===== src/hw/rtl/polygon_arc_vertex_generator_assert.svh =====
// assertion macros for the polygon arc vertex generator
`ifndef POLYGON_ARC_VERTEX_GENERATOR_ASSERT_SVH
`define POLYGON_ARC_VERTEX_GENERATOR_ASSERT_SVH

// condition or implication checked at every rising clock edge outside reset
`define PAV_ASSERT(label, cond, msg) \
  label: assert property (@(posedge clk) disable iff (!rst_n) (cond)) else $error(msg);

`define PAV_ASSERT_NEXT(label, pre, post, msg) \
  label: assert property (@(posedge clk) disable iff (!rst_n) (pre) |=> (post)) else $error(msg);

`endif


===== src/hw/rtl/pav_pkg.sv =====
// shared types and constants of the polygon arc vertex generator
package pav_pkg;

  localparam logic [1:0] CMD_POLYGON = 2'd0;
  localparam logic [1:0] CMD_ELLIPSE = 2'd1;
  localparam logic [1:0] CMD_ARC     = 2'd2;

  localparam int ATAN_ENTRIES = 24;
  localparam logic signed [33:0] CORDIC_INIT_X = 34'sh026DD3B6A;
  localparam int COORD_LIMIT = 65535;

  typedef enum logic [2:0] {
    ST_IDLE,
    ST_DIV,
    ST_CORDIC,
    ST_MUL,
    ST_OUT
  } pav_state_t;

  // atan(2^-i) in units of 2^-32 turn
  function automatic logic signed [33:0] atan_turns(input logic [4:0] i);
    logic [31:0] v;
    begin
      unique case (i)
        5'd0:  v = 32'h20000000;
        5'd1:  v = 32'h12E4051E;
        5'd2:  v = 32'h09FB385B;
        5'd3:  v = 32'h051111D4;
        5'd4:  v = 32'h028B0D43;
        5'd5:  v = 32'h0145D7E1;
        5'd6:  v = 32'h00A2F61E;
        5'd7:  v = 32'h00517C55;
        5'd8:  v = 32'h0028BE53;
        5'd9:  v = 32'h00145F2F;
        5'd10: v = 32'h000A2F98;
        5'd11: v = 32'h000517CC;
        5'd12: v = 32'h00028BE6;
        5'd13: v = 32'h000145F3;
        5'd14: v = 32'h0000A2FA;
        5'd15: v = 32'h0000517D;
        5'd16: v = 32'h000028BE;
        5'd17: v = 32'h0000145F;
        5'd18: v = 32'h00000A30;
        5'd19: v = 32'h00000518;
        5'd20: v = 32'h0000028C;
        5'd21: v = 32'h00000146;
        5'd22: v = 32'h000000A3;
        5'd23: v = 32'h00000051;
        default: v = 32'h0;
      endcase
      atan_turns = {2'b00, v};
    end
  endfunction

endpackage


===== src/hw/rtl/polygon_arc_vertex_generator.sv =====
// polygon, ellipse and arc vertex generator with a shared iterative cordic
//
// usage: one request transaction on the in_ channel (in_valid/in_stall)
// names a figure; the block then emits its vertices one at a time on the
// out_ channel (out_valid/out_stall), out_last marking the final vertex.
// a polygon or ellipse gives count vertices and an arc count+1, both
// capped at MAX_POINTS; a count below three or an unknown command gives
// nothing. the step division runs first (one quotient bit per cycle in
// a restoring divider); then each vertex takes a cordic setup, the
// micro-rotations, a multiply for x and then one for y on one shared
// 17x34 multiplier, and an output step.
// in_stall is high from acceptance until the last vertex has been taken.
// while out_stall is high the current vertex is held unchanged and work
// pauses. synchronous active-low reset returns the block to idle with no
// vertex pending.
module polygon_arc_vertex_generator
  import pav_pkg::*;
#(
  parameter int MAX_POINTS   = 64,
  parameter int CORDIC_STEPS = 16,
  parameter int ANGLE_BITS   = 16
) (
  input  logic               clk,
  input  logic               rst_n,
  input  logic               in_valid,
  output logic               in_stall,
  input  logic [1:0]         in_command,
  input  logic [6:0]         in_count,
  input  logic [15:0]        in_radius_x,
  input  logic [15:0]        in_radius_y,
  input  logic [15:0]        in_start_angle,
  input  logic signed [17:0] in_span_angle,
  output logic               out_valid,
  input  logic               out_stall,
  output logic signed [16:0] out_x,
  output logic signed [16:0] out_y,
  output logic               out_last
);

  localparam int ITW = $clog2(CORDIC_STEPS);
  localparam int DIV_BITS = 34;
  localparam logic [ITW-1:0] LAST_IT = ITW'(CORDIC_STEPS - 1);
  localparam logic [31:0] ANG_MASK = 32'hFFFFFFFF << (32 - ANGLE_BITS);

  pav_state_t state_r, state_nxt;

  logic [31:0]        phase_r;
  logic signed [32:0] phase_step_r;
  logic [6:0]         points_left_r;
  logic [15:0]        held_radius_x_r, held_radius_y_r;
  logic               neg_r;
  // divider registers
  logic [33:0]        quo_r;
  logic [6:0]         rem_r;
  logic [6:0]         divisor_r;
  logic [5:0]         div_cnt_r;
  // cordic registers
  logic signed [33:0] cx_r, cy_r, cz_r;
  logic [ITW-1:0]     it_r;
  logic               flip_r;
  logic               ang_setup_done_r;
  logic               mul_sel_r;
  logic signed [16:0] x_r, y_r;
  logic               last_r;

  // request decode
  logic       req_ok;
  logic [6:0] n_sat;
  always_comb begin
    req_ok = ((in_command == CMD_POLYGON) || (in_command == CMD_ELLIPSE) ||
              (in_command == CMD_ARC)) && (in_count >= 7'd3);
    if (in_command == CMD_ARC)
      n_sat = (in_count > 7'(MAX_POINTS - 1)) ? 7'(MAX_POINTS - 1) : in_count;
    else
      n_sat = (in_count > 7'(MAX_POINTS)) ? 7'(MAX_POINTS) : in_count;
  end

  // restoring divider step, one quotient bit per cycle
  logic [7:0]  rem_sh;
  logic [7:0]  rem_sub;
  logic [33:0] quo_nxt;
  always_comb begin
    rem_sh  = {rem_r, quo_r[33]};
    rem_sub = rem_sh - {1'b0, divisor_r};
    quo_nxt = {quo_r[32:0], ~rem_sub[7]};
  end

  // cordic setup from phase
  logic [31:0]        ang_a;
  logic               ang_flip;
  always_comb begin
    ang_a    = phase_r & ANG_MASK;
    ang_flip = (ang_a >= 32'h40000000) && (ang_a < 32'hC0000000);
    if (ang_flip)
      ang_a = ang_a - 32'h80000000;
  end

  // shared multiplier and rounding
  logic signed [16:0] mul_a;
  logic signed [33:0] mul_b;
  logic signed [50:0] prod;
  logic signed [50:0] prod_sh;
  logic signed [16:0] coord;
  always_comb begin
    mul_a   = mul_sel_r ? $signed({1'b0, held_radius_y_r}) : $signed({1'b0, held_radius_x_r});
    mul_b   = mul_sel_r ? (flip_r ? -cy_r : cy_r) : (flip_r ? -cx_r : cx_r);
    prod    = 51'(mul_a) * 51'(mul_b) + 51'sd536870912;
    prod_sh = prod >>> 30;
    if (prod_sh > 51'sd65535)
      coord = 17'sd65535;
    else if (prod_sh < -51'sd65535)
      coord = -17'sd65535;
    else
      coord = prod_sh[16:0];
  end

  logic cordic_done;
  assign cordic_done = ang_setup_done_r && (it_r == LAST_IT);

  // state register
  always_ff @(posedge clk) begin
    if (!rst_n)
      state_r <= ST_IDLE;
    else
      state_r <= state_nxt;
  end

  // next state
  always_comb begin
    state_nxt = state_r;
    unique case (state_r)
      ST_IDLE:   if (in_valid && req_ok) state_nxt = ST_DIV;
      ST_DIV:    if (div_cnt_r == 6'(DIV_BITS - 1)) state_nxt = ST_CORDIC;
      ST_CORDIC: if (cordic_done) state_nxt = ST_MUL;
      ST_MUL:    if (mul_sel_r) state_nxt = ST_OUT;
      ST_OUT: begin
        if (!out_stall)
          state_nxt = (points_left_r == 7'd1) ? ST_IDLE : ST_CORDIC;
      end
      default:   state_nxt = ST_IDLE;
    endcase
  end

  // datapath
  always_ff @(posedge clk) begin
    if (!rst_n) begin
      phase_r         <= '0;
      phase_step_r    <= '0;
      points_left_r   <= '0;
      held_radius_x_r <= '0;
      held_radius_y_r <= '0;
      div_cnt_r       <= '0;
      it_r            <= '0;
      mul_sel_r       <= 1'b0;
    end else begin
      unique case (state_r)
        ST_IDLE: begin
          if (in_valid && req_ok) begin
            held_radius_x_r <= in_radius_x;
            held_radius_y_r <= (in_command == CMD_ELLIPSE) ? in_radius_y : in_radius_x;
            phase_r   <= (in_command == CMD_ELLIPSE) ? 32'h0 : {in_start_angle, 16'h0};
            divisor_r <= n_sat;
            rem_r     <= '0;
            div_cnt_r <= '0;
            if (in_command == CMD_ARC) begin
              points_left_r <= n_sat + 7'd1;
              neg_r <= in_span_angle[17];
              quo_r <= {(in_span_angle[17] ? 18'(-in_span_angle) : 18'(in_span_angle)),
                        16'h0};
            end else begin
              points_left_r <= n_sat;
              neg_r <= 1'b0;
              quo_r <= 34'h100000000;
            end
          end
        end
        ST_DIV: begin
          div_cnt_r <= div_cnt_r + 6'd1;
          if (!rem_sub[7]) begin
            rem_r <= rem_sub[6:0];
            quo_r <= {quo_r[32:0], 1'b1};
          end else begin
            rem_r <= rem_sh[6:0];
            quo_r <= {quo_r[32:0], 1'b0};
          end
          if (div_cnt_r == 6'(DIV_BITS - 1)) begin
            phase_step_r <= neg_r ? -$signed(quo_nxt[32:0]) : $signed(quo_nxt[32:0]);
            it_r <= '0;
          end
        end
        ST_CORDIC: begin
          if (it_r == '0 && !ang_setup_done_r) begin
            cx_r <= CORDIC_INIT_X;
            cy_r <= '0;
            cz_r <= {{2{ang_a[31]}}, ang_a};
            flip_r <= ang_flip;
          end else begin
            if (!cz_r[33]) begin
              cx_r <= cx_r - (cy_r >>> it_r);
              cy_r <= cy_r + (cx_r >>> it_r);
              cz_r <= cz_r - atan_turns(5'(it_r));
            end else begin
              cx_r <= cx_r + (cy_r >>> it_r);
              cy_r <= cy_r - (cx_r >>> it_r);
              cz_r <= cz_r + atan_turns(5'(it_r));
            end
            it_r <= it_r + ITW'(1);
          end
          mul_sel_r <= 1'b0;
        end
        ST_MUL: begin
          if (!mul_sel_r) x_r <= coord;
          else y_r <= coord;
          mul_sel_r <= ~mul_sel_r;
          last_r <= (points_left_r == 7'd1);
        end
        ST_OUT: begin
          if (!out_stall) begin
            points_left_r <= points_left_r - 7'd1;
            phase_r <= phase_r + phase_step_r[31:0];
            it_r <= '0;
          end
        end
        default: ;
      endcase
    end
  end

  // a setup step precedes the micro-rotations of each vertex
  always_ff @(posedge clk) begin
    if (!rst_n)
      ang_setup_done_r <= 1'b0;
    else if (state_r == ST_CORDIC)
      ang_setup_done_r <= 1'b1;
    else
      ang_setup_done_r <= 1'b0;
  end

  assign in_stall  = (state_r != ST_IDLE);
  assign out_valid = (state_r == ST_OUT);
  assign out_x     = x_r;
  assign out_y     = y_r;
  assign out_last  = last_r;

  // handshake helpers for the checks below
  logic        out_take;
  logic [34:0] out_word;
  assign out_take = out_valid && !out_stall;
  assign out_word = {out_x, out_y, out_last};

  `include "polygon_arc_vertex_generator_assert.svh"

  `PAV_ASSERT(a_out_only_busy, !(out_valid && !in_stall), "output while idle")
  `PAV_ASSERT_NEXT(a_last_idle, out_take && out_last, !out_valid && !in_stall, "no idle after last")
  `PAV_ASSERT_NEXT(a_hold, out_valid && out_stall, out_valid && $stable(out_word), "vertex changed")
  `PAV_ASSERT(a_left_nonzero, !(out_valid && points_left_r == 7'd0), "vertex with nothing left")

endmodule

===== config.mk =====
export PLATFORM = sky130hd
export DESIGN_NAME = polygon_arc_vertex_generator
export DESIGN_NICKNAME = d
export VERILOG_FILES = /design/src/hw/rtl/pav_pkg.sv /design/src/hw/rtl/polygon_arc_vertex_generator.sv
export VERILOG_INCLUDE_DIRS = /design/src /design/src/hw/rtl
export SDC_FILE = /design/constraint.sdc
export NUM_CORES = 2
export LEC_CHECK = 0
export ABC_AREA = 1
export BUFFER_PORTS_ARGS = -buffer_cell sky130_fd_sc_hd__buf_2
export CORE_ASPECT_RATIO = 1.25
export CORE_MARGIN = 2
export CORE_UTILIZATION = 45
export CTS_CLUSTER_SIZE = 24
export DETAILED_ROUTE_END_ITERATION = 8
export PLACE_DENSITY = 0.66
export SLEW_MARGIN = 20
export SYNTH_ARGS = -nofsm -noshare
export SYNTH_HDL_FRONTEND = slang
export SYNTH_SLANG_ARGS = --single-unit

===== constraint.sdc =====
create_clock -name clk -period 9.35 [get_ports clk]
set_input_delay 1.87 -clock clk [delete_from_list [all_inputs] [get_ports clk]]
set_output_delay 1.87 -clock clk [all_outputs]
set_load 0.03 [all_outputs]

# Yosys cells after proc, flatten, opt, wreduce, memory -nomap -nowiden
# Memories as Yosys holds them, arrays and structs flattened. A register that Yosys moved wholly into a read port is not among the register bits.
# Index checks and enable logic that the tools add are counted.
# Widths: inputs -> output; s select.
dict set report word_totals {
  memories 2
  elab_cells 156
  rom_bits 960
  register_bits 305
  out_inout_bits 37
}
dict set report classes {
  n_reduce_logical 29
  n_mux 59
  bitwise_logic 2
  mul 1
  shifts 2
  addsub 18
  n_eq_ne 15
  magnitude_cmp 7
}
# name depth word_bits read_ports rd_clocked_by_memory_dff write_ports line
set memory_table {}
lappend memory_table {{(no name shown)} 16 30 1 1 0 pav_pkg.sv:24} ;# unique case (i)
lappend memory_table {{(no name shown)} 16 30 1 1 0 pav_pkg.sv:24}
# cell count
set ops {}
lappend ops {{$mux 32} 13}
lappend ops {{$mux 34} 9}
lappend ops {{$add 34x34->34} 2}
lappend ops {{$neg 34->34} 2}
lappend ops {{$pmux 34 s2} 1}
lappend ops {{$sshr 34x4->34} 2}
lappend ops {{$sub 34x34->34} 2}
lappend ops {{$pmux 32 s2} 1}
lappend ops {{$mux 7} 8}
lappend ops {{$add 51x31->51 const B} 1}
lappend ops {{$mul 17x34->51} 1}
lappend ops {{$add 34x33->34} 1}
lappend ops {{$mux 17} 2}
lappend ops {{$sub 34x33->34} 1}
lappend ops {{$add 32x32->32} 1}
lappend ops {{$ge 32x31->1 const B} 1}
lappend ops {{$lt 32x32->1 const B} 1}
lappend ops {{$mux 16} 2}
lappend ops {{$neg 32->32} 1}
lappend ops {{$sub 32x32->32 const B} 1}
lappend ops {{$mux 4} 7}
lappend ops {{$pmux 7 s2} 2}
lappend ops {{$gt 21x17->1 const B} 1}
lappend ops {{$lt 21x17->1 const B} 1}
lappend ops {{40 further kinds} 69}

# Longest topological paths before layout
dict set report logic_depth {
  depth_word 8
  ltp_mapped 48
  ltp_nobuf 47
}

# Worst setup path after synthesis
# No wires, ideal clock.
dict set report synth_path {
  path_type {register to register}
  from {register cy_r[1]}
  to {register x_r[10] (netlist: out_x[10]) (data pin)}
  path_buffers 2
  arrival_time_ps 7647
  path_stages_with_launch 39
  path_slack_ps 1446
  setup_time_ps 257
  period_less_slack_ps 7904
  cell_sequence {edfxtp_1 > nor3_2 > nand2_1 > nor3_2 > nand3_1 > nor3_2 > nand2_1 > nor2_2 > a21oi_1 > clkinv_1 > nand2_1 > a21oi_1 > o21ai_1 > nand2_1 > buf_4 > nor2_1 > fa_1 > inv_1 > [... 3 more ...] > fa_1 > fa_1 > inv_1 > fa_1 > inv_1 > ha_1 > nand2_1 > nor2_1 > inv_1 > or3_1 > nor2_1 > nor3_1 > o21ai_2 > a21oi_1 > xor2_1 > a21o_1 > buf_4 > nand2_1}
}
dict set report synth_via {
  elab_chain_cells 8
  word_cells_on_any_way 9
  classes_between {add/sub: 2; mul: 1; order compare: 2; mux: 4}
}
# element line
set synth_rtl {}
lappend synth_rtl {{start, declared} polygon_arc_vertex_generator.sv:58} ;# logic signed [33:0] cx_r, cy_r, cz_r;
lappend synth_rtl {{start signal, assigned} polygon_arc_vertex_generator.sv:200} ;# cy_r <= cy_r + (cx_r >>> it_r);
lappend synth_rtl {{start signal, assigned} polygon_arc_vertex_generator.sv:204} ;# cy_r <= cy_r - (cx_r >>> it_r);
lappend synth_rtl {{$neg 34->34} polygon_arc_vertex_generator.sv:106} ;# mul_b = mul_sel_r ? (flip_r ? -cy_r : cy_r) : (flip_r ? -cx_r : cx_r);
lappend synth_rtl {{$mux 34 (*) (2 in series)} polygon_arc_vertex_generator.sv:106}
lappend synth_rtl {{$mul 17x34->51 (*)} polygon_arc_vertex_generator.sv:107} ;# prod = 51'(mul_a) * 51'(mul_b) + 51'sd536870912;
lappend synth_rtl {{$add 51x31->51 (*)} polygon_arc_vertex_generator.sv:107}
lappend synth_rtl {{$lt 21x17->1} polygon_arc_vertex_generator.sv:111} ;# else if (prod_sh < -51'sd65535)
lappend synth_rtl {{$mux 17} polygon_arc_vertex_generator.sv:111}
lappend synth_rtl {{$mux 17 (*)} polygon_arc_vertex_generator.sv:109} ;# if (prod_sh > 51'sd65535)
lappend synth_rtl {{via coord[10]} polygon_arc_vertex_generator.sv:103} ;# logic signed [16:0] coord;
lappend synth_rtl {{end signal, assigned} polygon_arc_vertex_generator.sv:212} ;# if (!mul_sel_r) x_r <= coord;
lappend synth_rtl {{end, declared} polygon_arc_vertex_generator.sv:63} ;# logic signed [16:0] x_r, y_r;
# Mark *: on every way through the listed nets, which the timed path passes. The rest lies on a longest branch.
# A chain may end at the register's enable or synchronous reset.

# Final worst setup path
dict set report layout_path {
  from {register cx_r[1]}
  to {register x_r[0] (netlist: out_x[0]) (data pin)}
}
dict set report layout_via {
  elab_chain_cells 8
  word_cells_on_any_way 9
  classes_between {add/sub: 2; mul: 1; order compare: 2; mux: 4}
}
# element line
set layout_rtl {}
lappend layout_rtl {{start, declared} polygon_arc_vertex_generator.sv:58}
lappend layout_rtl {{start signal, assigned} polygon_arc_vertex_generator.sv:199} ;# cx_r <= cx_r - (cy_r >>> it_r);
lappend layout_rtl {{start signal, assigned} polygon_arc_vertex_generator.sv:203} ;# cx_r <= cx_r + (cy_r >>> it_r);
lappend layout_rtl {{$neg 34->34} polygon_arc_vertex_generator.sv:106}
lappend layout_rtl {{$mux 34 (*) (2 in series)} polygon_arc_vertex_generator.sv:106}
lappend layout_rtl {{$mul 17x34->51 (*)} polygon_arc_vertex_generator.sv:107}
lappend layout_rtl {{$add 51x31->51 (*)} polygon_arc_vertex_generator.sv:107}
lappend layout_rtl {{$lt 21x17->1} polygon_arc_vertex_generator.sv:111}
lappend layout_rtl {{$mux 17} polygon_arc_vertex_generator.sv:111}
lappend layout_rtl {{$mux 17 (*)} polygon_arc_vertex_generator.sv:109}
lappend layout_rtl {{via coord[0]} polygon_arc_vertex_generator.sv:103}
# Marked as above.

==> impl_metrics.tcl <==
set metrics [dict create \
    status "finished, final reports clean" \
    fin_crit_ns 8.89 \
    crit_path_end_kind "flip-flop" \
    arrival_ns 9.21 \
    worst_pin_slew_ns 1.01 \
    synth_nets 7775 \
    wl_per_cell_um 18.3 \
    timing.final.ws_setup_ns 0.460 \
    grt_usage 0.278 \
    vdd.ir_drop.worst_uv 647 \
    synth_xor_area_frac 0.0274 \
    fin_cells 8393 \
    finalInstanceArea_um2 52500 \
    slowest_stage "fa_1" \
    cp.required_ns 9.67 \
    m1WireLength_mm 61.3 \
    dp_slack_ns 0.0265 \
    die_w_um 298 \
    cts_made_buffers 39 \
    io_pins 116 \
    dieArea_um2 111000 \
    drc 0 \
    cpPeakStageDelay_ns 0.57 \
    vias 45055 \
    whs_ns 0.468 \
    ys_async_sr_fraction 0 \
    synth_compound_area_frac 0.145 \
    drv_slew 0 \
    synth_top_cells_by_area "fa_1 (21%), edfxtp_1 (12%), nand2_1 (10%)" \
    core_area_um2 107000 \
    areaGrowthSynthToFinish_pct 7.95 \
    power_density_nw_per_um2 359 \
    yosys_register_bits 335 \
    synth_fa_ha_area_frac 0.293 \
    fin_crit_sh 0.951 \
    gp_congestion 0.959 \
    drt_pass1_iterations 6 \
    yosysUniqueCellTypes 72 \
    rsz0062_at_grt "true" \
    antenna_found_initial 2 \
    synth_edf_count 187 \
    critPathKind "reg2reg" \
    port_buffers 115 \
    synth_top_area_cell "fa_1" \
    clk_latency_ns 0.60 \
    tns_ns 0 \
    final_util 0.491 \
    cts_tree "built" \
    via_per_inst 5.37 \
    initial_core_util 0.455 \
    total_power_mw 18.8 \
    reg2reg_from "cx_r[1]$_SDFFCE_PP1P_" \
    nets 7839 \
    clk_pin_slew_ns 0.06 \
    drtIter0Drc 3513 \
    ant_nets 0 \
    min-delay-start "phase_r[0]$_SDFFE_PN0P_" \
    htree_levels 2 \
    grt_first_pass_wirelength_mm 245 \
    hp-class "reg2reg" \
    placed_area_um2 51000 \
    wl_met2_mm 75.9 \
    drive_above_1_share 0.0709 \
    cp_common_cell "inv_1" \
    cap_violations 0 \
    slew_headroom 0.325 \
    finClkSkew_ns 0.0224 \
    synth.cell_area_um2 48600 \
    place_inst 8298 \
    crit_fanout 16 \
    dr_wl_met3_mm 9.03 \
    cts_hold_buf 0 \
    crit_start "cx_r[1]$_SDFFCE_PP1P_" \
    hold_viol 0 \
    cellLeakagePower_nw 25.8 \
    syn_area_per_cell_um2 7.08 \
    yosysSeqAreaShare 0.176 \
    grt_max_degree 84 \
    yosys_warnings 0 \
    synthMuxAreaShare 0.00679 \
    clock-root-buffer "clkbuf_16" \
    grt_overflow 0 \
    final-setup-viol-count 0 \
    synth_cells 6869 \
    synth_top_family_by_area "adder cells" \
    max_freq_mhz 112 \
    synth_top_area_frac 0.214 \
    wl_mm 153 \
    synth_ff_type "edfxtp_1" \
    start_kind "flip-flop" \
    synth-simple-area-share 0.226 \
    dp_hpwl_mm 125 \
    top_layer "met5" \
    grt_pass1_vias 45620 \
    core.rowCount 134 \
    cts_sinks 335 \
    clk_path_buf_depth 3 \
    die-height_um 372 \
]
==> timing repair <==
action	4_1_cts	5_1_grt
hold endpoints to repair	0	0
setup buffers	0	22
resized for setup	0	40
endpoints found under the setup margin	0	34
==> final timing paths <==
check                                  to  slack, ns  cells after the start
setup reg to reg       out_x[0]$_DFFE_PP_       0.46                     38
hold / removal    phase_r[0]$_SDFFE_PN0P_       0.47                      2
setup / recovery       out_x[0]$_DFFE_PP_       0.46                     38
hold reg to reg   phase_r[0]$_SDFFE_PN0P_       0.47                      2
==> report_power, final <==
| group | switching, mW | total, mW | internal [mW] | leakage, nW |
|---|---|---|---|---|
| clock | 0.689 | 1.53 | 0.844 | 0.598 |
| combinational | 9.77 | 14.8 | 5.04 | 22.3 |
| sequential | 0.204 | 2.48 | 2.28 | 2.92 |
==> final cells by class <==
class / count / area [um2]
Fill cell: 11043 / 54500
Timing Repair Buffer: 254 / 1640
Sequential cell: 335 / 8590
Clock inverter: 18 / 139
Antenna cell: 1 / 2.50
Multi-Input combinational cell: 4946 / 34200
Tap cell: 1428 / 1790
Inverter: 1357 / 5100
Clock buffer: 54 / 1080
==> logic make-up (layout without fill, tap and decap cells) <==
kind of cell	after synthesis	in the layout
AO/OA/AOI/OAI	1265	1265
other	0	1
multiplexers	28	28
adder cells (fa/ha/maj)	827	827
AND/OR/NAND/NOR	2674	2674
flip-flops	335	335
buffers and inverters	1588	1683
XOR/XNOR	152	152
==> routing by layer <==
layer / vias up / global-route usage
li1: 21786 / -
met1: 21426 / 0.337
met2: 1475 / 0.499
met3: 366 / 0.0323
met4: 2 / 0.116
met5: - / 0
==> synth_stat cells (7+ instances only) <==
library cell,instances
edfxtp_1,187
buf_1,16
inv_1,1332
xor2_1,93
o211ai_1,35
fa_1,521
o31ai_1,7
nor3_1,77
a21boi_0,10
nand2_1,1347
a21o_1,28
nor2_2,11
buf_6,12
o21ai_0,407
nand4_1,52
a31oi_1,77
o21ai_1,132
o21a_1,32
o221ai_1,10
clkbuf_1,161
nor3_2,10
nand3b_1,12
buf_2,31
or2_1,8
dfxtp_1,148
nor2_1,858
o22ai_1,15
a21oi_1,441
or2_2,40
mux2i_1,21
xnor2_1,59
ha_1,306
clkinv_1,7
nor4_1,17
nand3_1,204
nand2_2,11
o21ai_2,16
inv_2,18
o21bai_1,20
buf_4,11
==> worst max-delay path: cells and delay by family (launching register included) <==
kind	cells	cell delay, ns
AO/OA/AOI/OAI	8	1.25
XOR/XNOR	1	0.22
adder cells (fa/ha/maj)	8	3.74
buffers and inverters	9	1.06
flip-flops	1	0.46
AND/OR/NAND/NOR	12	1.85
==> registers in the layout, summed over array words and instances (netlist names), named ones only <==
register          count
points_left_r         7
divisor_r             7
quo_r                34
neg_r                 1
it_r                  4
out_last              1
held_radius_x_r      16
rem_r                 7
state_r               3
phase_r              32
mul_sel_r             1
phase_step_r         32
out_y                17
div_cnt_r             6
cy_r                 34
cz_r                 34
ang_setup_done_r      1
flip_r                1
out_x                17
held_radius_y_r      16
cx_r                 34
==> layout by cell type, fill, tap and decap left out, drive strengths merged, types with 10 or more instances in the layout <==
master	instances
a21boi	10
a21o	28
a21oi	441
a31oi	77
buf	254
clkbuf	54
clkinv	20
dfxtp	148
edfxtp	187
fa	521
ha	306
inv	1351
mux2i	27
nand2	1358
nand3	206
nand3b	12
nand4	54
nor2	875
nor3	87
nor4	17
o211ai	41
o21a	32
o21ai	556
o21bai	21
o221ai	10
o22ai	15
or2	49
xnor2	59
xor2	93
Power figures use the tool's default switching activity.
